File: config.mk
export PLATFORM = sky130hd
export DESIGN_NAME = ipad_mul
export DESIGN_NICKNAME = d
export VERILOG_FILES = /design/src/design/ipad_pkg.sv /design/src/design/ipad_mul.sv
export SDC_FILE = /design/constraint.sdc
export NUM_CORES = 2
export LEC_CHECK = 0
export BUFFER_PORTS_ARGS = -buffer_cell sky130_fd_sc_hd__buf_2
export CAP_MARGIN = 20
export CORE_UTILIZATION = 60
export CTS_BUF_LIST = sky130_fd_sc_hd__clkbuf_8
export DETAILED_ROUTE_END_ITERATION = 12
export GPL_TIMING_DRIVEN = 0
export PLACE_DENSITY = 0.83
export SYNTH_ARGS = -nofsm -noshare
export SYNTH_HDL_FRONTEND = slang
export SYNTH_SLANG_ARGS = --single-unit
File: constraint.sdc
create_clock -name clk -period 10.9 [get_ports clk]
set_clock_uncertainty 0.05 [all_clocks]
set_input_delay 2.18 -clock clk [delete_from_list [all_inputs] [get_ports clk]]
set_output_delay 2.18 -clock clk [all_outputs]
set_load 0.03 [all_outputs]
File: src/design/ipad_pkg.sv
// Package: types, constants and tables of the IQ demodulator
package ipad_pkg;

  localparam int SAMPLE_W     = 16;
  localparam int DIFF_W       = SAMPLE_W + 1;
  localparam int COEF_W       = 16;
  localparam int ACC_W        = 48;
  localparam int CNT_W        = 13;
  localparam int IDX_W        = 4;
  localparam int MAX_PAIRS    = 4096;
  localparam int TABLE_LENGTH = 10;
  localparam int AVG_W        = 32;
  localparam int MUL_W        = 32;
  localparam int PROD_W       = 2 * MUL_W;
  localparam int ROOT_W       = PROD_W / 2;
  localparam int OUT_W        = 16;
  localparam int DIV_STEPS    = ACC_W;
  localparam int DIV_CNT_W    = $clog2(DIV_STEPS);
  localparam int SQRT_STEPS   = ROOT_W;
  localparam int SQRT_CNT_W   = $clog2(SQRT_STEPS);
  localparam int CORDIC_STEPS = 18;
  localparam int CORDIC_CNT_W = $clog2(CORDIC_STEPS);
  localparam int CORDIC_SCALE = 24;
  localparam int CORDIC_W     = 60;
  localparam int ANGLE_W      = 22;
  localparam int HALF_TURN    = 524288;
  localparam int MAG_ROUND    = 16384;
  localparam int MAG_SHIFT    = 15;
  localparam int DELAY_ROUND  = 32768;

  localparam logic [OUT_W-1:0] PERIOD_RESET = 16'd25000;

  typedef struct packed {
    logic [SAMPLE_W-1:0] sample_a;
    logic [SAMPLE_W-1:0] sample_b;
    logic                last;
  } in_t;

  typedef struct packed {
    logic [OUT_W-1:0] magnitude;
    logic [OUT_W-1:0] phase_turns;
    logic [OUT_W-1:0] delay_ns;
    logic [CNT_W-1:0] pairs_used;
  } out_t;

  typedef enum logic [4:0] {
    S_IDLE,
    S_MAC_I,
    S_MAC_Q,
    S_MAC_END,
    S_DIV_I_GO,
    S_DIV_I_WAIT,
    S_DIV_Q_GO,
    S_DIV_Q_WAIT,
    S_SQ_I,
    S_SQ_Q,
    S_SQ_SUM,
    S_SQRT_GO,
    S_SQRT_WAIT,
    S_CORDIC_GO,
    S_CORDIC_WAIT,
    S_DELAY_MUL,
    S_DELAY_END,
    S_OUT
  } state_t;

  function automatic logic signed [COEF_W-1:0] cos_q15(input logic [IDX_W-1:0] idx);
    logic signed [COEF_W-1:0] v;
    begin
      case (idx)
        4'd0: v = 16'sd32767;
        4'd1: v = 16'sd26510;
        4'd2: v = 16'sd10126;
        4'd3: v = -16'sd10126;
        4'd4: v = -16'sd26510;
        4'd5: v = -16'sd32768;
        4'd6: v = -16'sd26510;
        4'd7: v = -16'sd10126;
        4'd8: v = 16'sd10126;
        4'd9: v = 16'sd26510;
        default: v = '0;
      endcase
      return v;
    end
  endfunction

  function automatic logic signed [COEF_W-1:0] sin_q15(input logic [IDX_W-1:0] idx);
    logic signed [COEF_W-1:0] v;
    begin
      case (idx)
        4'd0: v = 16'sd0;
        4'd1: v = 16'sd19261;
        4'd2: v = 16'sd31164;
        4'd3: v = 16'sd31164;
        4'd4: v = 16'sd19261;
        4'd5: v = 16'sd0;
        4'd6: v = -16'sd19261;
        4'd7: v = -16'sd31164;
        4'd8: v = -16'sd31164;
        4'd9: v = -16'sd19261;
        default: v = '0;
      endcase
      return v;
    end
  endfunction

  // atan(2^-i) in units of 2^-20 turn
  function automatic logic signed [ANGLE_W-1:0] atan_step(
    input logic [CORDIC_CNT_W-1:0] i
  );
    logic signed [ANGLE_W-1:0] v;
    begin
      case (i)
        5'd0:  v = 22'sd131072;
        5'd1:  v = 22'sd77376;
        5'd2:  v = 22'sd40884;
        5'd3:  v = 22'sd20753;
        5'd4:  v = 22'sd10417;
        5'd5:  v = 22'sd5213;
        5'd6:  v = 22'sd2607;
        5'd7:  v = 22'sd1304;
        5'd8:  v = 22'sd652;
        5'd9:  v = 22'sd326;
        5'd10: v = 22'sd163;
        5'd11: v = 22'sd81;
        5'd12: v = 22'sd41;
        5'd13: v = 22'sd20;
        5'd14: v = 22'sd10;
        5'd15: v = 22'sd5;
        5'd16: v = 22'sd3;
        5'd17: v = 22'sd1;
        default: v = '0;
      endcase
      return v;
    end
  endfunction

endpackage

File: src/design/ipad_mul.sv
// Shared signed multiplier with registered product
module ipad_mul (
  input  logic                                clk,
  input  logic signed [ipad_pkg::MUL_W-1:0]   a,
  input  logic signed [ipad_pkg::MUL_W-1:0]   b,
  output logic signed [ipad_pkg::PROD_W-1:0]  p
);

  always_ff @(posedge clk) begin
    p <= a * b;
  end

endmodule

-- Yosys cells after proc, flatten, opt, wreduce, memory -nomap -nowiden
Cells that the tools add are included.
- flip-flop bits (word level): 64
- bits of input ports: 65
- output and inout port bits: 64
- word-level logic and storage cells: 2
- $mul: 1
- operators with widths (operator ; count):
    32-bit by 32-bit multiplier with 64-bit output ; 1

-- Depth between registers and ports, before layout
- depth in word-level cells: 1
- depth in mapped cells: 28
- mapped depth without buffers: 27

-- Least setup slack after synthesis
Ideal clock, no wire load.
- kind: input port to flip-flop
- start point: in b[2] (netlist name)
- end point: reg p[62] (netlist name)
- library setup time: 72 ps
- data arrival time: 9369 ps
- data required time: 10778 ps
- setup slack: 1409 ps
- stages on the path: 24
- buffers on the path: 1
- path through: clkbuf_1 > nand2_1 > inv_1 > fa_1 > fa_1 > fa_1 > fa_1 > inv_1 > fa_1 > inv_1 > fa_1 > inv_1 > fa_1 > inv_1 > fa_1 > ha_1 > and3_1 > nand2_1 > or3_1 > o22a_1 > o211ai_1 > a31oi_1 > o31ai_1 > xor2_1
- longest elaborated chain between the ends: 1
- ends and longest elaborated chain (item ; RTL line ; RTL):
    from (decl) ; ipad_mul.sv:5 ; input logic signed [ipad_pkg::MUL_W-1:0] b,
    32-bit by 32-bit multiplier with 64-bit output ; ipad_mul.sv:10 ; p <= a * b;
    to (signal assigned) ; ipad_mul.sv:10 ;
    to (decl) ; ipad_mul.sv:6 ; output logic signed [ipad_pkg::PROD_W-1:0] p
No other way between the ends.

-- Worst setup path after layout
- start point: in a[11] (netlist name)
- end point: reg p[60] (netlist name)
- longest elaborated chain between the ends: 1
- ends and longest elaborated chain (item ; RTL line ; RTL):
    from (decl) ; ipad_mul.sv:4 ; input logic signed [ipad_pkg::MUL_W-1:0] a,
    32-bit by 32-bit multiplier with 64-bit output ; ipad_mul.sv:10 ;
No other way between the ends.

==> summary.txt <==
Global routing
  • Largest net degree at the start of global routing: 18
  • First-pass GRT wire length: 189 mm
  • Total GRT Usage: 41.6%
  • Vias in the first global route: 30,800
  • Initial antenna violation count: 12
  • Total grt overflow: 0

Timing
  • Slew headroom: 14.8%
  • Least-Margin Pin Slew: 1.28 ns
  • Tmin final: 10.56 ns
  • Max-slew violations: 0
  • Final-report hold violation count: 0
  • Final WS setup: 0.338 ns
  • Setup violations, final: 0
  • Tcrit/Tclk final: 96.9%
  • Max frequency: 0.0947 GHz
  • Unrepaired setup endpoints after global routing: no

Logic synthesis
  • Top post-synthesis cells by count: fa_1, inv_1, and2_1, nand2_1, clkbuf_1
  • Largest area contributor in the synthesized netlist: fa_1
  • Synth top area share: 58.2%
  • Synth Net Count: 5,215
  • Top cells by area, synth: fa_1, inv_1, and2_1
  • EDFF count, synth: 0
  • Mapped Cells: 3,884
  • #FFs+latches synth: 64
  • Yosys warns: 0
  • Most used DFF post-synth: dfxtp_1
  • Syn_area_per_cell: 9.59 sq um
  • Ys async rst share: 0%
  • Post-synthesis instance area: 37,200 sq um
  • Post-synthesis sequential area ratio: 3.44%
  • Top-count cell post-synth: fa_1
  • Synth cell types: 63

Critical path
  • Crit-path max FO: 10
  • Worst setup EP type: flop
  • Critical Path RT: 11.23 ns
  • Critical path class: in2reg
  • Crit start category: primary input
  • Worst EP arrival: 10.90 ns

Worst hold path
  • Min-delay src: b[0]
  • WHS Endpoint: p[0]
  • Hold Path Class: in2reg
  • Hold path depth: 2

Floorplan
  • Die H: 251 um
  • DIE WIDTH: 251 um
  • IO Pins: 129
  • Row Count: 90
  • Core Area: 60,800 sq um
  • DIE AREA: 63,100 sq um
  • Starting Density: 61.2%

Place
  • Worst slack, placed: -0.752 ns
  • Post-DP HPWL: 107 mm
  • GP Congestion: 1.14
  • Placed cell count: 4,795
  • Area after DPL: 38,900 sq um
  • # port buffers: 128

Clock network
  • Clock Tree Root: clkbuf_8
  • CTS Hold Bufs: 0
  • CTS tree: built
  • Reg clk slew, reported paths: 0.10 ns
  • # clock sinks: 64
  • CTS Buffer Depth: 2
  • H-Tree Depth: 3
  • Cts bufs inserted: 9

Detailed routing
  • DRT Wirelength: 123 mm
  • DR vias/cell: 5.86
  • Routed WL per cell: 25.7 um
  • Vias: 28,200
  • DR iter-0 viols: 2,574
  • # DRC: 0
  • Drt pass-1 iters: 6
  • Antenna Nets Post-Route: 0

Layout
  • Multi-input gate area: 31,600 sq um
  • Number of flip-flops under the largest register name: 64
  • Final-stage net count: 5,355
  • Sequential Area: 1280 sq um
  • Layout cell share with drive strength beyond 1: 4.54%
  • Filler cells: 4,943
  • Area growth from synthesis to final layout: 5.06%
  • Fin area: 39,100 sq um
  • Biggest register: p
  • Largest regs: p x64
  • Final Instance Count excl. Fillers: 4,814

Outcome
  • Status: finished clean

Flow run
  • Max Cap Violations: 0
[worst max path at each step]
stage	depth (start not counted)	slack (ns)	endpoint	from
after global routing	27	0.12	p[60]	a[11]
after floorplan	24	1.41	p[62]	b[2]
after detailed placement	25	-0.75	p[60]	b[3]
final	27	0.34	p[60]	a[11]
after CTS	26	0.02	p[62]	a[31]
after global placement	25	-0.61	p[60]	b[3]
[what timing repair did]
action,4_1_cts,5_1_grt
setup endpoints to repair,2,6
pin swaps,0,1
resized for setup,5,18
cloned,0,0
setup buffers,0,2
[metal layers]
| metal | global-route usage [%] | up-vias | part of all wire (%) |
|---|---|---|---|
| li1 | - | 11300 | - |
| met1 | 50.1 | 14400 | 33 |
| met2 | 64.8 | 1843 | 45 |
| met3 | 11.4 | 583 | 12 |
| met4 | 30.0 | 14 | 9.2 |
| met5 | 0.463 | - | 0.087 |
[kinds of logic (layout without fill, tap and decap cells)]
family          Yosys count  after routing  share of synthesized area [%]
xor+xnor                 75             75                           1.76
buf+inv                1152           1297                           11.6
compound gates          193            193                           3.46
fa+ha+maj              1266           1266                           64.3
flops                    64             64                           3.44
simple gates           1134           1134                           15.4
other cells               0              3                              0
[area by class of cell]
type / instances / share of cell area (%)
diodes: 3 / 0.0192
plain buffers: 198 / 1.99
clock buffers: 11 / 0.387
clock inverters: 5 / 0.0831
inverters: 952 / 9.13
multi-input cells: 2668 / 80.9
flip-flops and latches: 64 / 3.27
well taps: 782 / 2.50
repair buffers: 131 / 1.75
[critical path, cell delays in order]
cell and delay [ns]:
buf_2 0.15, clkdlybuf4s15_1 0.68, and2_1 0.39, fa_1 0.46, fa_1 0.46, fa_1 0.54, inv_1 0.05, fa_1 0.47
inv_1 0.05, fa_1 0.51, inv_1 0.06, fa_1 0.53, inv_1 0.05, fa_1 0.49, fa_1 0.43, ha_1 0.40
nand4_1 0.36, nor2_1 0.12, nor3_2 0.45, o21ai_0 0.20, a21oi_1 0.64, o211ai_1 0.16, buf_4 0.20, a2111oi_1 0.38
o21bai_1 0.14, a21oi_1 0.19, xnor2_1 0.16
[layout by cell type (no fill, tap or decap), types with 15 or more instances in the layout]
master,netlist,final
xor2_1,22,22
clkbuf_1,195,181
and2_1,516,516
fa_1,1082,1081
dfxtp_1,64,64
nand2_1,511,511
inv_1,952,953
xnor2_1,53,53
ha_1,184,184
nor2_1,42,42
a21oi_1,68,68
a21o_1,23,23
o21ai_0,28,28
o21bai_1,15,15
buf_2,3,131
nand3_1,15,15
[through the flow]
| stage | TNS (ns) | hold slack [ns] | util, % |
|---|---|---|---|
| after floorplan | 0 | 2.26 | - |
| after global placement | -2.09 | 2.57 | 63.9 |
| after detailed placement | -3.33 | 2.56 | 64.0 |
| after CTS | 0 | 2.08 | 64.3 |
| after global routing | 0 | 2.11 | 64.3 |
| final | 0 | 2.11 | 64.3 |
Power is left out: the tool's default activity adds up to more than one toggle a clock period on the data nets, which glitch-free logic cannot reach.
