$ cat config.mk
export PLATFORM = sky130hd
export DESIGN_NAME = ipad_sqrt
export DESIGN_NICKNAME = d
export VERILOG_FILES = /design/src/design/ipad_pkg.sv /design/src/design/ipad_sqrt.sv
export SDC_FILE = /design/constraint.sdc
export NUM_CORES = 1
export LEC_CHECK = 0
export ABC_CLOCK_PERIOD_IN_PS = 3630
export BUFFER_PORTS_ARGS = -buffer_cell sky130_fd_sc_hd__buf_2
export CORE_MARGIN = 1.5
export CORE_UTILIZATION = 42
export CTS_BUF_LIST = sky130_fd_sc_hd__clkbuf_16
export DETAILED_ROUTE_END_ITERATION = 7
export PLACE_DENSITY = 0.71
export SYNTH_ARGS = -nofsm -noshare
export SYNTH_HDL_FRONTEND = slang
export SYNTH_SLANG_ARGS = --single-unit
$ cat constraint.sdc
create_clock -name clk -period 3.63 [get_ports clk]
set_input_delay 0.5445 -clock clk [delete_from_list [all_inputs] [get_ports clk]]
set_output_delay 0.5445 -clock clk [all_outputs]
set_load 0.03 [all_outputs]
$ cat src/design/ipad_pkg.sv
// Package: types, constants and tables of the IQ demodulator
package ipad_pkg;

  localparam int SAMPLE_W     = 16;
  localparam int DIFF_W       = SAMPLE_W + 1;
  localparam int COEF_W       = 16;
  localparam int ACC_W        = 48;
  localparam int CNT_W        = 13;
  localparam int IDX_W        = 4;
  localparam int MAX_PAIRS    = 4096;
  localparam int TABLE_LENGTH = 10;
  localparam int AVG_W        = 32;
  localparam int MUL_W        = 32;
  localparam int PROD_W       = 2 * MUL_W;
  localparam int ROOT_W       = PROD_W / 2;
  localparam int OUT_W        = 16;
  localparam int DIV_STEPS    = ACC_W;
  localparam int DIV_CNT_W    = $clog2(DIV_STEPS);
  localparam int SQRT_STEPS   = ROOT_W;
  localparam int SQRT_CNT_W   = $clog2(SQRT_STEPS);
  localparam int CORDIC_STEPS = 18;
  localparam int CORDIC_CNT_W = $clog2(CORDIC_STEPS);
  localparam int CORDIC_SCALE = 24;
  localparam int CORDIC_W     = 60;
  localparam int ANGLE_W      = 22;
  localparam int HALF_TURN    = 524288;
  localparam int MAG_ROUND    = 16384;
  localparam int MAG_SHIFT    = 15;
  localparam int DELAY_ROUND  = 32768;

  localparam logic [OUT_W-1:0] PERIOD_RESET = 16'd25000;

  typedef struct packed {
    logic [SAMPLE_W-1:0] sample_a;
    logic [SAMPLE_W-1:0] sample_b;
    logic                last;
  } in_t;

  typedef struct packed {
    logic [OUT_W-1:0] magnitude;
    logic [OUT_W-1:0] phase_turns;
    logic [OUT_W-1:0] delay_ns;
    logic [CNT_W-1:0] pairs_used;
  } out_t;

  typedef enum logic [4:0] {
    S_IDLE,
    S_MAC_I,
    S_MAC_Q,
    S_MAC_END,
    S_DIV_I_GO,
    S_DIV_I_WAIT,
    S_DIV_Q_GO,
    S_DIV_Q_WAIT,
    S_SQ_I,
    S_SQ_Q,
    S_SQ_SUM,
    S_SQRT_GO,
    S_SQRT_WAIT,
    S_CORDIC_GO,
    S_CORDIC_WAIT,
    S_DELAY_MUL,
    S_DELAY_END,
    S_OUT
  } state_t;

  function automatic logic signed [COEF_W-1:0] cos_q15(input logic [IDX_W-1:0] idx);
    logic signed [COEF_W-1:0] v;
    begin
      case (idx)
        4'd0: v = 16'sd32767;
        4'd1: v = 16'sd26510;
        4'd2: v = 16'sd10126;
        4'd3: v = -16'sd10126;
        4'd4: v = -16'sd26510;
        4'd5: v = -16'sd32768;
        4'd6: v = -16'sd26510;
        4'd7: v = -16'sd10126;
        4'd8: v = 16'sd10126;
        4'd9: v = 16'sd26510;
        default: v = '0;
      endcase
      return v;
    end
  endfunction

  function automatic logic signed [COEF_W-1:0] sin_q15(input logic [IDX_W-1:0] idx);
    logic signed [COEF_W-1:0] v;
    begin
      case (idx)
        4'd0: v = 16'sd0;
        4'd1: v = 16'sd19261;
        4'd2: v = 16'sd31164;
        4'd3: v = 16'sd31164;
        4'd4: v = 16'sd19261;
        4'd5: v = 16'sd0;
        4'd6: v = -16'sd19261;
        4'd7: v = -16'sd31164;
        4'd8: v = -16'sd31164;
        4'd9: v = -16'sd19261;
        default: v = '0;
      endcase
      return v;
    end
  endfunction

  // atan(2^-i) in units of 2^-20 turn
  function automatic logic signed [ANGLE_W-1:0] atan_step(
    input logic [CORDIC_CNT_W-1:0] i
  );
    logic signed [ANGLE_W-1:0] v;
    begin
      case (i)
        5'd0:  v = 22'sd131072;
        5'd1:  v = 22'sd77376;
        5'd2:  v = 22'sd40884;
        5'd3:  v = 22'sd20753;
        5'd4:  v = 22'sd10417;
        5'd5:  v = 22'sd5213;
        5'd6:  v = 22'sd2607;
        5'd7:  v = 22'sd1304;
        5'd8:  v = 22'sd652;
        5'd9:  v = 22'sd326;
        5'd10: v = 22'sd163;
        5'd11: v = 22'sd81;
        5'd12: v = 22'sd41;
        5'd13: v = 22'sd20;
        5'd14: v = 22'sd10;
        5'd15: v = 22'sd5;
        5'd16: v = 22'sd3;
        5'd17: v = 22'sd1;
        default: v = '0;
      endcase
      return v;
    end
  endfunction

endpackage

$ cat src/design/ipad_sqrt.sv
// Two-bits-per-cycle floor square root of a 64-bit value
module ipad_sqrt (
  input  logic                               clk,
  input  logic                               rst,
  input  logic                               start,
  input  logic [ipad_pkg::PROD_W-1:0]        value,
  output logic                               done,
  output logic [ipad_pkg::ROOT_W-1:0]        root
);

  logic                               busy;
  logic [ipad_pkg::SQRT_CNT_W-1:0]    cnt;
  logic [ipad_pkg::PROD_W-1:0]        val;
  logic [ipad_pkg::ROOT_W+1:0]        rem;
  logic [ipad_pkg::ROOT_W+3:0]        rem_sh;
  logic [ipad_pkg::ROOT_W+3:0]        trial;
  logic [ipad_pkg::ROOT_W+3:0]        diff;
  logic                               fits;

  always_comb begin
    rem_sh = {rem, val[ipad_pkg::PROD_W-1 -: 2]};
    trial  = {2'b00, root, 2'b01};
    diff   = rem_sh - trial;
    fits   = (rem_sh >= trial);
  end

  always_ff @(posedge clk) begin
    if (rst) begin
      busy <= 1'b0;
      done <= 1'b0;
      cnt  <= '0;
    end else begin
      done <= 1'b0;
      if (start && !busy) begin
        busy <= 1'b1;
        cnt  <= '0;
      end else if (busy) begin
        cnt <= cnt + 1'b1;
        if (cnt == ipad_pkg::SQRT_CNT_W'(ipad_pkg::SQRT_STEPS - 1)) begin
          busy <= 1'b0;
          done <= 1'b1;
        end
      end
    end
  end

  always_ff @(posedge clk) begin
    if (start && !busy) begin
      val  <= value;
      rem  <= '0;
      root <= '0;
    end else if (busy) begin
      val  <= {val[ipad_pkg::PROD_W-3:0], 2'b00};
      rem  <= fits ? diff[ipad_pkg::ROOT_W+1:0] : rem_sh[ipad_pkg::ROOT_W+1:0];
      root <= {root[ipad_pkg::ROOT_W-2:0], fits};
    end
  end

endmodule

# --- After elaboration in Yosys (flattened, before gate mapping) ---
# Index checks and enable logic that the tools add are counted.
# Widths: inputs -> output; s select.
word_totals:
  n_memories: 0
  inputBits: 67
  mem_bits_rw: 0
  regBits: 137
  latch_bits: 0
  rom_bits: 0
classes:
  n_lt_le_gt_ge: 1
  n_mul: 0
  n_bitwise: 1
  n_reduce_logical: 5
  muxes: 7
  shifts: 0
  div_mod_pow: 0
  n_eq_ne: 1
  add_sub_neg: 2
op_table:
  columns: ["cell", "n"]
  rows:
  - ["$mux 64", 2]
  - ["$ge 36x34->1", 1]
  - ["$mux 34", 1]
  - ["$sub 34x34->34", 1]
  - ["$add 5x1->5 const B", 1]
  - ["$eq 5x5->1 const B", 1]
  - ["$mux 1", 4]
  - ["$reduce_or 3->1", 1]
  - ["$reduce_bool 2->1", 1]
  - ["$reduce_or 2->1", 1]
  - ["$logic_and 1x1->1", 1]
  - ["$logic_not 1->1", 1]
  - ["$not 1->1", 1]

# --- Longest topological paths before layout ---
logic_depth:
  ltp_word: 4
  depth_mapped: 13

# --- Worst setup path before layout ---
# No wires, ideal clock.
synth_path:
  kind: "reg-to-reg"
  startpoint: "register root[3] (netlist name)"
  endpoint: "register rem[14] (netlist name)"
  stages_incl_launch_ff: 12
  setup_time_ns: 0.117
  arrival_ns: 2.843
  n_path_buf: 1
  required_time_ns: 3.513
  path_slack_ns: 0.670
  path_cell_list: "dfxtp_1 inv_1 ha_1 a211oi_2 o21ai_1 a221oi_4 a21oi_2 o21ai_4 nand2_4 buf_6 mux2_4 a22o_1"
synth_between:
  elab_chain_cells: 2
  word_cells_on_any_way: 3
  cone_classes: "add/sub: 1; order compare: 1; mux: 1"
synth_rtl:
  columns: ["element", "line", "text"]
  rows:
  - ["start, declared", "ipad_sqrt.sv:8", "output logic [ipad_pkg::ROOT_W-1:0] root"]
  - ["start signal, assigned", "ipad_sqrt.sv:55", "root <= {root[ipad_pkg::ROOT_W-2:0], fits};"]
  - ["$sub 34x34->34 / $ge 36x34->1 (equally long branches)", "ipad_sqrt.sv:23, ipad_sqrt.sv:24", null]
  - ["$mux 34 *", "ipad_sqrt.sv:54", "rem <= fits ? diff[ipad_pkg::ROOT_W+1:0] : rem_sh[ipad_pkg::ROOT_W+1:0];"]
  - ["end signal, assigned", "ipad_sqrt.sv:54", null]
  - ["end, declared", "ipad_sqrt.sv:14", "logic [ipad_pkg::ROOT_W+1:0] rem;"]
# Mark *: on every way between the ends. The rest lies on a longest branch, timed or not.
# A chain may end at the register's enable or synchronous reset.

# --- Worst setup path in the final report ---
layout_path:
  startpoint: "register root[15] (netlist name)"
  endpoint: "register rem[27] (netlist name)"
# Same word-level chain as after synthesis.

==> summary.txt <==
Outcome
  • Outcome: completed

Die
  • Core ar.: approximately 17,000 um2
  • Starting Density: 0.429
  • Die X-Extent: 136 um
  • Die ar.: between 15,000 and 20,000 um2
  • Die Y: 136 um
  • Number of placement rows: between 40 and 50
  • # IOs: 100

Placed design
  • Dpl ws: roughly 0.40 ns
  • Port buffer count: between 90 and 100
  • HPWL after DPL: 11.1 mm
  • Dpl cells: roughly 1,000
  • Routability cong.: between 0.8 and 0.9

CTS
  • Sink Count: around 140
  • Setup Fix Bufs, Post-CTS: 0
  • CTS Buf Count: 17
  • Worst skew pair latency: around 0.43 ns
  • Hold_buf cts: 0
  • Clock-pin slew on the worst setup and hold paths: about 0.06 ns
  • CTS tree: done
  • Clock buffer depth: 2
  • Resized cells post-CTS: 0
  • Clk root buf: clkbuf_16
  • H-tree level count: 4

Run
  • Max cap viols: 0

Yosys
  • Proportion of synthesized area in mux cells: 0.124
  • Largest area contributor in the netlist: edfxtp_1
  • Post-synthesis compound-gate area fraction: 0.178
  • Yosys reg bits: about 140
  • Dominant synthesized flop cell: dfxtp_1
  • Synth area leaders: edfxtp_1, dfxtp_1, mux2_2
  • EDFF count, synth: between 60 and 70
  • Synthesized cell area: 7430 um2
  • Most instantiated library cell after synthesis: dfxtp_1
  • Simple-gate area share of the yosys netlist: 0.104
  • Post-synthesis instance total: approximately 700
  • Post-Synth XOR/XNOR Area: 0.0330
  • Post-synthesis adder-cell area fraction: 0.0607
  • Top cell types by occurrence after synthesis: dfxtp_1, mux2_2, nand2_1
  • Synthesis warning total: 0
  • Seq/Total Area, Yosys: 0.456
  • Synth unique cells: 57
  • Average size of a mapped cell: 10.3 um2
  • Post-synth ARST share: 0
  • Main combinational cell family by area after synthesis: compound AO/OA/AOI/OAI gates
  • Synth top area share: 0.259
  • Post-Syn Nets: 821

Timing
  • Setup TNS: 0 ns
  • Final worst slack: around 0.35 ns
  • Worst Clk Skew: between 0.008 and 0.009 ns
  • Final setup viols: 0
  • Relative slew slack: 0.441
  • RSZ-0062 raised after global routing: false
  • Final Max Tran Viols: 0
  • Slew @ Worst Pin: between 0.8 and 0.9 ns
  • Tcrit/Tclk final: 0.903
  • Hold Vio Cnt, Final: 0
  • Tmin final: between 3 and 4 ns
  • Fmax: roughly 300 MHz

GRT
  • Overflow after GRT: 0
  • Vias in the first global route: about 5,400
  • First-pass GRT wire length: ~27 mm
  • Antenna violations before repair: 1
  • GRT Util Overall: 0.184
  • Pin count of the biggest net entering global routing: 85

Critical path
  • FF-to-FF Start: root[15]
  • Worst EP required: approximately 3.9 ns
  • Worst R2R End: rem[27]
  • Setup CP Type: reg -> reg
  • Worst-path fanout max: 19
  • Flop-to-flop setup slack: ~0.35 ns
  • Reg2Reg Depth: 10
  • Worst setup SP type: flop
  • WP data arrival: roughly 3.6 ns
  • CP Capture Type: flop

Finish
  • Antenna Cells: 0
  • Layout area overhead: 17.5%
  • Layout Utilization: 0.504
  • Nets: 907
  • Non-filler cells, final: 1,042
  • Proportion of layout cells with a drive suffix above 1: 0.279

Power
  • LEAKAGE: 3.51 nW
  • Power Density: between 800 and 900 nW/um2
  • VDD IR max: 492 uV
  • Power after layout: a little over 7 mW

Route
  • Met3 wire len: approximately 1.2 mm
  • Via density: 5.44
  • First-pass DRT Iterations: 5
  • DRT met1 WL: 7.58 mm
  • Initial DRC count: roughly 300
  • Drt total wl: 16.4 mm
  • DRC violations left: 0
  • Vias post-DR: ~5,700
  • Uppermost layer routed: met5
  • Detail Route met2 WL: 7.40 mm
  • WL per Instance: 15.7 um
  • Antenna viol nets, final: 0

Hold path
  • Hold path start: rst
  • Min-Delay Path Depth: 2
  • Hold Path End: done
  • Worst min path class: in -> reg
[per-stage QoR]
step	hold WS (ns)	cell area, um2
2_1_floorplan	0.454	7430
3_3_place_gp	0.459	8120
3_5_place_dp	0.466	8120
4_1_cts	0.373	8720
5_1_grt	0.379	8720
6_report	0.384	8720
[sequential cells by signal (all words and copies together), names as in the netlist]
name / count
rem: 34
root: 32
done: 1
val: 64
cnt: 5
busy: 1
[how the worst max path moves through the flow]
stage,start,to,cells past startpoint
finish,root[15],rem[27],10
global route,root[15],rem[18],10
CTS,root[15],rem[18],10
detailed placement,root[15],rem[21],10
global placement,root[15],rem[30],10
floorplan,root[3],rem[14],11
[layer usage]
layer  GRT usage  vias up
met5           0        -
met4      0.0561        2
met3      0.0623       21
met2       0.294      139
met1       0.236     2669
li1            -     2837
[layout by cell type, fill, tap and decap left out, types with 4 or more instances in the layout]
cell       netlist  layout
a22o_1          19      19
o21ai_0         36      36
dfxtp_1         73      72
xor2_1          12      12
a21o_1           7       7
mux2_2          71      71
a311oi_1         4       4
inv_1           45      44
nand3_1         15      15
or3_1            6       6
nand2_1         67      67
a31oi_1         11      11
nand2b_1         4       4
o31ai_1         33      33
a32oi_1         11      11
nand4_1          5       5
mux2_4           4       4
edfxtp_1        64      64
nor2_1          21      19
o21bai_1         4       4
mux2i_1          6       6
and3_1           9       9
inv_8            0       5
nor3_1          15      15
ha_1            36      36
buf_2            3      99
and2_1           9       9
o21ai_1          4       4
buf_4            2       6
a21oi_1         41      41
xnor2_1         16      16
clkbuf_16        0      17
[cells by family after synthesis]
logic type	count (synthesis)
AOI/OAI and AO/OA	190
adders and majority gates	36
DFF	137
and+or+nand+nor	162
buffers and inverters	84
xor gates and xnor gates	28
muxes	81
[critical path, cell delays in order (launching register included)]
cell       delay (ns)
dfxtp_1          0.35
inv_1            0.07
ha_1             0.39
and3_1           0.22
and2_1           0.20
nand3_1          0.11
o21ai_1          0.11
a2111oi_4        0.72
nand2_4          0.36
nand2_1          0.44
o21ai_0          0.16
[where the power goes]
group | total [mW] | internal, mW | switching (mW) | leakage [nW]
Combinational | 3.28 | 1.51 | 1.77 | 1.97
Clock | 1.80 | 1.04 | 0.759 | 0.290
Sequential | 2.06 | 1.89 | 0.169 | 1.24
[area by class of cell]
type | count | area [um2]
timing repair buffer | 106 | 561
clock buffer | 17 | 425
clock inverter | 15 | 183
fill | 1588 | 8570
sequential | 137 | 3390
multi-input combinational | 497 | 3720
tap | 225 | 282
inverter | 45 | 169
No activity file was read; power rests on OpenSTA's default activity.
