## config.mk

```make
export PLATFORM = sky130hd
export DESIGN_NAME = ipad_div
export DESIGN_NICKNAME = d
export VERILOG_FILES = /design/src/design/ipad_pkg.sv /design/src/design/ipad_div.sv
export SDC_FILE = /design/constraint.sdc
export NUM_CORES = 1
export LEC_CHECK = 0
export BUFFER_PORTS_ARGS = -buffer_cell sky130_fd_sc_hd__buf_2
export CORE_MARGIN = 1.5
export CORE_UTILIZATION = 45
export DETAILED_ROUTE_END_ITERATION = 10
export PLACE_DENSITY = 0.75
export SETUP_SLACK_MARGIN = 0.02
export SLEW_MARGIN = 10
export SYNTH_ARGS = -nofsm -noshare
export SYNTH_HDL_FRONTEND = slang
export SYNTH_SLANG_ARGS = --single-unit
```

## constraint.sdc

```tcl
create_clock -name clk -period 7 [get_ports clk]
set_input_delay 1.4 -clock clk [delete_from_list [all_inputs] [get_ports clk]]
set_output_delay 1.4 -clock clk [all_outputs]
set_load 0.02 [all_outputs]
```

## src/design/ipad_pkg.sv

```systemverilog
// Package: types, constants and tables of the IQ demodulator
package ipad_pkg;

  localparam int SAMPLE_W     = 16;
  localparam int DIFF_W       = SAMPLE_W + 1;
  localparam int COEF_W       = 16;
  localparam int ACC_W        = 48;
  localparam int CNT_W        = 13;
  localparam int IDX_W        = 4;
  localparam int MAX_PAIRS    = 4096;
  localparam int TABLE_LENGTH = 10;
  localparam int AVG_W        = 32;
  localparam int MUL_W        = 32;
  localparam int PROD_W       = 2 * MUL_W;
  localparam int ROOT_W       = PROD_W / 2;
  localparam int OUT_W        = 16;
  localparam int DIV_STEPS    = ACC_W;
  localparam int DIV_CNT_W    = $clog2(DIV_STEPS);
  localparam int SQRT_STEPS   = ROOT_W;
  localparam int SQRT_CNT_W   = $clog2(SQRT_STEPS);
  localparam int CORDIC_STEPS = 18;
  localparam int CORDIC_CNT_W = $clog2(CORDIC_STEPS);
  localparam int CORDIC_SCALE = 24;
  localparam int CORDIC_W     = 60;
  localparam int ANGLE_W      = 22;
  localparam int HALF_TURN    = 524288;
  localparam int MAG_ROUND    = 16384;
  localparam int MAG_SHIFT    = 15;
  localparam int DELAY_ROUND  = 32768;

  localparam logic [OUT_W-1:0] PERIOD_RESET = 16'd25000;

  typedef struct packed {
    logic [SAMPLE_W-1:0] sample_a;
    logic [SAMPLE_W-1:0] sample_b;
    logic                last;
  } in_t;

  typedef struct packed {
    logic [OUT_W-1:0] magnitude;
    logic [OUT_W-1:0] phase_turns;
    logic [OUT_W-1:0] delay_ns;
    logic [CNT_W-1:0] pairs_used;
  } out_t;

  typedef enum logic [4:0] {
    S_IDLE,
    S_MAC_I,
    S_MAC_Q,
    S_MAC_END,
    S_DIV_I_GO,
    S_DIV_I_WAIT,
    S_DIV_Q_GO,
    S_DIV_Q_WAIT,
    S_SQ_I,
    S_SQ_Q,
    S_SQ_SUM,
    S_SQRT_GO,
    S_SQRT_WAIT,
    S_CORDIC_GO,
    S_CORDIC_WAIT,
    S_DELAY_MUL,
    S_DELAY_END,
    S_OUT
  } state_t;

  function automatic logic signed [COEF_W-1:0] cos_q15(input logic [IDX_W-1:0] idx);
    logic signed [COEF_W-1:0] v;
    begin
      case (idx)
        4'd0: v = 16'sd32767;
        4'd1: v = 16'sd26510;
        4'd2: v = 16'sd10126;
        4'd3: v = -16'sd10126;
        4'd4: v = -16'sd26510;
        4'd5: v = -16'sd32768;
        4'd6: v = -16'sd26510;
        4'd7: v = -16'sd10126;
        4'd8: v = 16'sd10126;
        4'd9: v = 16'sd26510;
        default: v = '0;
      endcase
      return v;
    end
  endfunction

  function automatic logic signed [COEF_W-1:0] sin_q15(input logic [IDX_W-1:0] idx);
    logic signed [COEF_W-1:0] v;
    begin
      case (idx)
        4'd0: v = 16'sd0;
        4'd1: v = 16'sd19261;
        4'd2: v = 16'sd31164;
        4'd3: v = 16'sd31164;
        4'd4: v = 16'sd19261;
        4'd5: v = 16'sd0;
        4'd6: v = -16'sd19261;
        4'd7: v = -16'sd31164;
        4'd8: v = -16'sd31164;
        4'd9: v = -16'sd19261;
        default: v = '0;
      endcase
      return v;
    end
  endfunction

  // atan(2^-i) in units of 2^-20 turn
  function automatic logic signed [ANGLE_W-1:0] atan_step(
    input logic [CORDIC_CNT_W-1:0] i
  );
    logic signed [ANGLE_W-1:0] v;
    begin
      case (i)
        5'd0:  v = 22'sd131072;
        5'd1:  v = 22'sd77376;
        5'd2:  v = 22'sd40884;
        5'd3:  v = 22'sd20753;
        5'd4:  v = 22'sd10417;
        5'd5:  v = 22'sd5213;
        5'd6:  v = 22'sd2607;
        5'd7:  v = 22'sd1304;
        5'd8:  v = 22'sd652;
        5'd9:  v = 22'sd326;
        5'd10: v = 22'sd163;
        5'd11: v = 22'sd81;
        5'd12: v = 22'sd41;
        5'd13: v = 22'sd20;
        5'd14: v = 22'sd10;
        5'd15: v = 22'sd5;
        5'd16: v = 22'sd3;
        5'd17: v = 22'sd1;
        default: v = '0;
      endcase
      return v;
    end
  endfunction

endpackage

```

## src/design/ipad_div.sv

```systemverilog
// Bit-serial rounded average: acc / n, halves away from zero, saturated
module ipad_div (
  input  logic                               clk,
  input  logic                               rst,
  input  logic                               start,
  input  logic signed [ipad_pkg::ACC_W-1:0]  acc,
  input  logic [ipad_pkg::CNT_W-1:0]         n,
  output logic                               done,
  output logic signed [ipad_pkg::AVG_W-1:0]  avg
);

  logic                              busy;
  logic [ipad_pkg::DIV_CNT_W-1:0]    cnt;
  logic                              neg;
  logic [ipad_pkg::ACC_W-1:0]        num;
  logic [ipad_pkg::CNT_W-1:0]        rem;
  logic [ipad_pkg::CNT_W-1:0]        divisor;
  logic [ipad_pkg::ACC_W-1:0]        mag;
  logic [ipad_pkg::CNT_W:0]          rem_sh;
  logic [ipad_pkg::CNT_W:0]          diff;
  logic                              fits;

  always_comb begin
    mag    = acc[ipad_pkg::ACC_W-1] ? ipad_pkg::ACC_W'(-acc) : ipad_pkg::ACC_W'(acc);
    rem_sh = {rem, num[ipad_pkg::ACC_W-1]};
    diff   = rem_sh - {1'b0, divisor};
    fits   = (rem_sh >= {1'b0, divisor});
  end

  always_ff @(posedge clk) begin
    if (rst) begin
      busy <= 1'b0;
      done <= 1'b0;
      cnt  <= '0;
    end else begin
      done <= 1'b0;
      if (start && !busy) begin
        busy <= 1'b1;
        cnt  <= '0;
      end else if (busy) begin
        cnt <= cnt + 1'b1;
        if (cnt == ipad_pkg::DIV_CNT_W'(ipad_pkg::DIV_STEPS - 1)) begin
          busy <= 1'b0;
          done <= 1'b1;
        end
      end
    end
  end

  always_ff @(posedge clk) begin
    if (start && !busy) begin
      neg     <= acc[ipad_pkg::ACC_W-1];
      num     <= mag + ipad_pkg::ACC_W'(n >> 1);
      rem     <= '0;
      divisor <= n;
    end else if (busy) begin
      num <= {num[ipad_pkg::ACC_W-2:0], fits};
      rem <= fits ? diff[ipad_pkg::CNT_W-1:0] : rem_sh[ipad_pkg::CNT_W-1:0];
    end
  end

  // Saturate the quotient into the 32-bit signed range
  always_comb begin
    if (neg) begin
      if (num > ipad_pkg::ACC_W'(64'd2147483648))
        avg = {1'b1, {(ipad_pkg::AVG_W-1){1'b0}}};
      else
        avg = -$signed(num[ipad_pkg::AVG_W-1:0]);
    end else begin
      if (num > ipad_pkg::ACC_W'(64'd2147483647))
        avg = {1'b0, {(ipad_pkg::AVG_W-1){1'b1}}};
      else
        avg = $signed(num[ipad_pkg::AVG_W-1:0]);
    end
  end

endmodule

```

# --- Word-level counts from Yosys, hierarchy flattened ---
# Index checks and enable logic that the tools add are counted.
word_totals:
  regBits: 83
  out_inout_bits: 33
  elab_cells: 33
op_classes:
  add_sub_neg: 5
  magnitude_cmp: 3
  eq_ne: 1
  n_mux: 11
  bitwise: 1
  reduce_logical: 5
ops:
  columns: ["operator", "count"]
  rows:
  - ["2-to-1 mux 48 bit", 3]
  - ["2-to-1 mux 32 bit", 3]
  - ["adder 48 x 12 -> 48 bit", 1]
  - ["> comparator 48 x 31 -> 1 bit, second input constant", 1]
  - ["> comparator 48 x 32 -> 1 bit, second input constant", 1]
  - ["negator 48 bit", 1]
  - ["negator 32 bit", 1]
  - [">= comparator 14 x 13 -> 1 bit", 1]
  - ["2-to-1 mux 13 bit", 1]
  - ["subtractor 13 bit", 1]
  - ["adder 6 x 1 -> 6 bit, second input constant", 1]
  - ["== test 6 bit, second input constant", 1]
  - ["2-to-1 mux 1 bit", 4]
  - ["OR reduction 3 bit", 1]
  - ["nonzero test 2 bit", 1]
  - ["OR reduction 2 bit", 1]
  - ["logical AND 1 bit", 1]
  - ["zero test 1 bit", 1]
  - ["NOT 1 bit", 1]

# --- Longest topological paths before layout ---
logic_depth:
  word_depth: 4
  depth_mapped: 18
  ltp_nobuf: 15

# --- Worst setup path before layout ---
# No wires, ideal clock.
synth_path:
  kind: "input to register"
  startpoint: "in acc[47] (netlist bit)"
  endpoint: "reg num[42] (netlist bit) (data pin)"
  arrival_ns: 5.218
  setup_slack_ns: 1.517
  stages: 18
  n_path_buf: 6
  cell_sequence: "buf_6 > clkbuf_1 > clkbuf_1 > clkbuf_1 > buf_1 > o21ai_0 > xnor2_1 > ha_1 > o21ai_0 > o21ai_0 > a21oi_1 > a21o_1 > a21o_1 > or4b_4 > buf_6 > nor4_2 > xor2_1 > o21ai_1"
synth_via:
  elab_chain_cells: 3
synth_rtl:
  columns: ["element", "line", "source"]
  rows:
  - ["start, declared", "ipad_div.sv:6", "input logic signed [ipad_pkg::ACC_W-1:0] acc,"]
  - ["2-to-1 mux 48 bit", "ipad_div.sv:24", "mag = acc[ipad_pkg::ACC_W-1] ? ipad_pkg::ACC_W'(-acc) : ipad_pkg::ACC_W'(acc);"]
  - ["adder 48 x 12 -> 48 bit", "ipad_div.sv:53", "num <= mag + ipad_pkg::ACC_W'(n >> 1);"]
  - ["2-to-1 mux 48 bit", "ipad_div.sv:51", "if (start && !busy) begin"]
  - ["end signal, assigned", "ipad_div.sv:53", null]
  - ["end signal, assigned", "ipad_div.sv:57", "num <= {num[ipad_pkg::ACC_W-2:0], fits};"]
  - ["end, declared", "ipad_div.sv:15", "logic [ipad_pkg::ACC_W-1:0] num;"]
# No other way between the ends.
# A chain may end at the register's enable or synchronous reset.

# --- Final worst setup path ---
layout_path:
  startpoint: "reg num[0] (netlist bit)"
  endpoint: "out avg[13] (netlist bit)"
layout_via:
  elab_chain_cells: 3
  elab_cells_between_ends: 6
  classes_between: "add/sub: 1; order compare: 2; mux: 3"
layout_rtl:
  columns: ["element", "line", "source"]
  rows:
  - ["> comparator 48 x 31 -> 1 bit, or another cell as far along", "ipad_div.sv:70", "if (num > ipad_pkg::ACC_W'(64'd2147483647))"]
  - ["2-to-1 mux 32 bit, on equally long branches", "ipad_div.sv:70, ipad_div.sv:65", null]
  - ["2-to-1 mux 32 bit *", "ipad_div.sv:64", "if (neg) begin"]
  - ["end, declared", "ipad_div.sv:9", "output logic signed [ipad_pkg::AVG_W-1:0] avg"]
# Mark *: on every way between the ends. The rest lies on a longest branch, timed or not.

==> impl_metrics.csv <==
group,metric,value,unit
status,status,"complete, no violations",
synth,ys_seq_elements,83,
critical_path,crit_family,"simple AND/OR/NAND/NOR gates",
floorplanning,pin_count,97,
synth,synth_area,0.00760,sq mm
cells_and_area,fin_cells,1220,
critical_path,crit_start,"num[0]",
drt,firstDrtPassIters,5,
pwr,finalPower,1.56,mW
place,dp_cells,1204,
global_routing,track_usage,0.227,
clock_tree,ctsHoldBuffers,0,
synth,yosys.area.top_type,"edfxtp_1",
timing,hold_viol_final,0,
place,port_buffers,96,
critical_path,cp_cell_sequence,"inv_1 -> ha_1 -> or3b_1 -> or4b_1 -> nand4bb_1 -> or4_1 -> o21ai_1 -> nand2b_1 -> buf_4 -> inv_1 -> nand2_1 -> o311ai_0 -> buf_2",
synth,syn_nets,1022,
timing,slew_viol_final,0,
clock_tree,clk_latency,0.34,ns
timing,worst_slew_pin_slew,1.09,ns
clock_tree,cts_root_buffer,"clkbuf_16",
synth,ys.flop_type,"edfxtp_1",
timing,period_needed,6.20,ns
pwr,leakage,3.25,nW
floorplanning,initial_utilization,0.460,
critical_path,r2r-end,"rem[0]",
critical_path,crit_path_end,"avg[13]",
critical_path,cp.depth,13,
synth,synth_edf_count,62,
timing,slew_headroom,0.266,
critical_path,cp.arrival,4.80,ns
drt,drc,0,
timing,fin_setup_tns,0,ns
synth,yosysSeqAreaShare,0.300,
timing,fmax,161,MHz
worst_hold_path,min_path_type,"reg2reg",
floorplanning,rows,47,
global_routing,grt_max_degree,83,
critical_path,r2r_slack,3.57,ns
drt,routed_via_density,5.91,
drt,wirelength,20.0,mm
cells_and_area,nNetsFinal,1090,
cells_and_area,diodes,0,
cells_and_area,area_delta_synth_final,12.1,%
critical_path,endpoint_kind,"output pin",
global_routing,antenna_found_initial,0,
synth,synth.avg_cell_area,8.20,sq um
floorplanning,die-width,133,microns
clock_tree,clockBufferDepth,2,
pwr,irDropWorstVdd,0.000153,V
pwr,power_density,183,mW/mm^2
global_routing,grt_pass1_wl,32.8,mm
critical_path,crit_fanout,28,
global_routing,overflow,0,
floorplanning,dieArea,0.0177,sq mm
floorplanning,coreArea,0.0165,sq mm
drt,ant_nets,0,
cells_and_area,num-fill-cells,1560,
drt,initialDrtViolationCount,631,
critical_path,critPathLaunchType,"register",
synth,yosys_warnings,0,
clock_tree,cts_setup_buffers,0,
timing,finalCritPeriodShare,0.886,
clock_tree,numClockSinks,83,
timing,clock_skew,0.00932,ns
job,drv_cap,0,
synth,ys_types,75,
timing,setup_violations,0,
place,globalplace.congestion,0.908,
clock_tree,post_cts_resize_count,0,
critical_path,cp.required,5.60,ns
place,hpwl,15.0,mm
clock_tree,h-tree-depth,3,
critical_path,reg2reg_from,"num[47]",
clock_tree,cts_buffers,9,
critical_path,cp_slowest_cell,"o311ai_0",
synth,netlist_instances,927,
critical_path,crit_type,"reg2out",
cells_and_area,final_core_util,0.516,
floorplanning,die_h,133,microns
synth,netlist.area_leader.share,0.245,
global_routing,grt_pass1_vias,6374,
drt,wire_per_inst,16.4,microns
critical_path,cp_common_cell,"inv_1",
critical_path,worst-path-buf-inv,4,
synth,synthTopCellsByArea,"edfxtp_1 25%, nand2_1 6.6%, xor2_1 6.2%, dfxtp_1 5.5%, o21ai_0 5.5%",
critical_path,cp_slowest_stage_delay,0.68,ns
clock_tree,clkTransAtPathRegs,0.06,ns
synth,async_flop_share,0,
cells_and_area,drive_above_1_share,0.158,
timing,rsz0062_at_grt,"false",
clock_tree,cts_tree,"built",
drt,vias,7207,
critical_path,ff2ff_path_depth,13,
## cells by family after synthesis
family	count (synthesis)	share of synthesized area
xor gates and xnor gates	89	0.103
and+or+nand+nor	376	0.264
DFF	83	0.300
AOI/OAI and AO/OA	243	0.214
adders and majority gates	31	0.0530
buffers and inverters	92	0.0482
muxes	13	0.0178
## worst register-to-register path, stage by stage (launching register included)
cell and delay (ns):
edfxtp_1 0.36, inv_1 0.11, ha_1 0.25, fa_1 0.42, nor2b_1 0.12, o21ai_0 0.11
a21oi_1 0.20, nor3_1 0.11, nor2b_1 0.17, o211ai_1 0.15, a21oi_1 0.67, buf_4 0.33
mux2i_1 0.22, a22o_1 0.16
## layer usage
| metal | GRT usage | wire length, microns |
|---|---|---|
| met3 | 0.0238 | 1340 |
| met1 | 0.361 | 10100 |
| met4 | 0.0794 | 448 |
| met2 | 0.315 | 8120 |
| met5 | 0 | 0 |
## final cells by class
class / count / area, sq um / area share
Clock inverter: 4 / 26.3 / 0.00308
Sequential cell: 83 / 2280 / 0.268
Clock buffer: 12 / 279 / 0.0327
Multi-Input combinational cell: 752 / 4950 / 0.581
Inverter: 46 / 173 / 0.0203
Timing Repair Buffer: 103 / 533 / 0.0626
Tap cell: 220 / 275 / 0.0323
## Yosys cell counts, types with 5 or more instances
cell and count:
nand3_1 13, dfxtp_1 21, a21oi_1 26, buf_2 5, or2_2 14, nor2_1 46
nand2_1 134, nand4_1 16, o21ai_1 8, edfxtp_1 62, nor4_1 21, o31ai_1 17
ha_1 29, mux2i_1 12, o311ai_0 24, nand2b_1 13, inv_1 45, or4_1 9
nor4_2 9, o41ai_1 22, or3_1 16, nor3_1 37, and3_1 8, a21o_1 9
clkbuf_1 36, o21ai_0 84, nor2b_1 12, xnor2_1 35, xor2_1 54, a31oi_1 10
## through the flow
step                hold slack, ns  setup WS [ns]  instance area [sq um]
detailed placement           0.485           1.26                   8220
floorplan                    0.453           1.52                   7600
global route                 0.533          0.482                   8520
CTS                          0.494          0.894                   8520
global placement             0.467           1.30                   8220
finish                       0.488          0.797                   8520
## power breakdown
part           switching [mW]  total (mW)  internal, mW
combinational           0.254       0.413         0.159
clock                   0.193       0.478         0.285
sequential             0.0677       0.665         0.598
## flip-flops by register name (all words and copies together) (netlist names)
register / flops
busy: 1
rem: 13
cnt: 6
neg: 1
num: 48
divisor: 13
done: 1
## how the worst min path moves through the flow
stage | startpoint | end | cells after the start
floorplan | rem[2] | rem[2] | 2
global placement | rem[6] | rem[6] | 2
detailed placement | rem[10] | rem[10] | 2
CTS | rem[10] | rem[10] | 2
global route | rem[7] | rem[7] | 2
finish | rem[7] | rem[7] | 2
## cell usage in the layout, fill, tap and decap left out, drive strengths merged, types with 26 or more instances in the layout
master    n
a21oi    26
buf     103
edfxtp   62
ha       29
inv      48
nand2   134
nor2     46
nor3     41
nor4     31
o21ai    92
o311ai   26
xnor2    35
xor2     54
No activity file was read; power rests on OpenSTA's default activity.
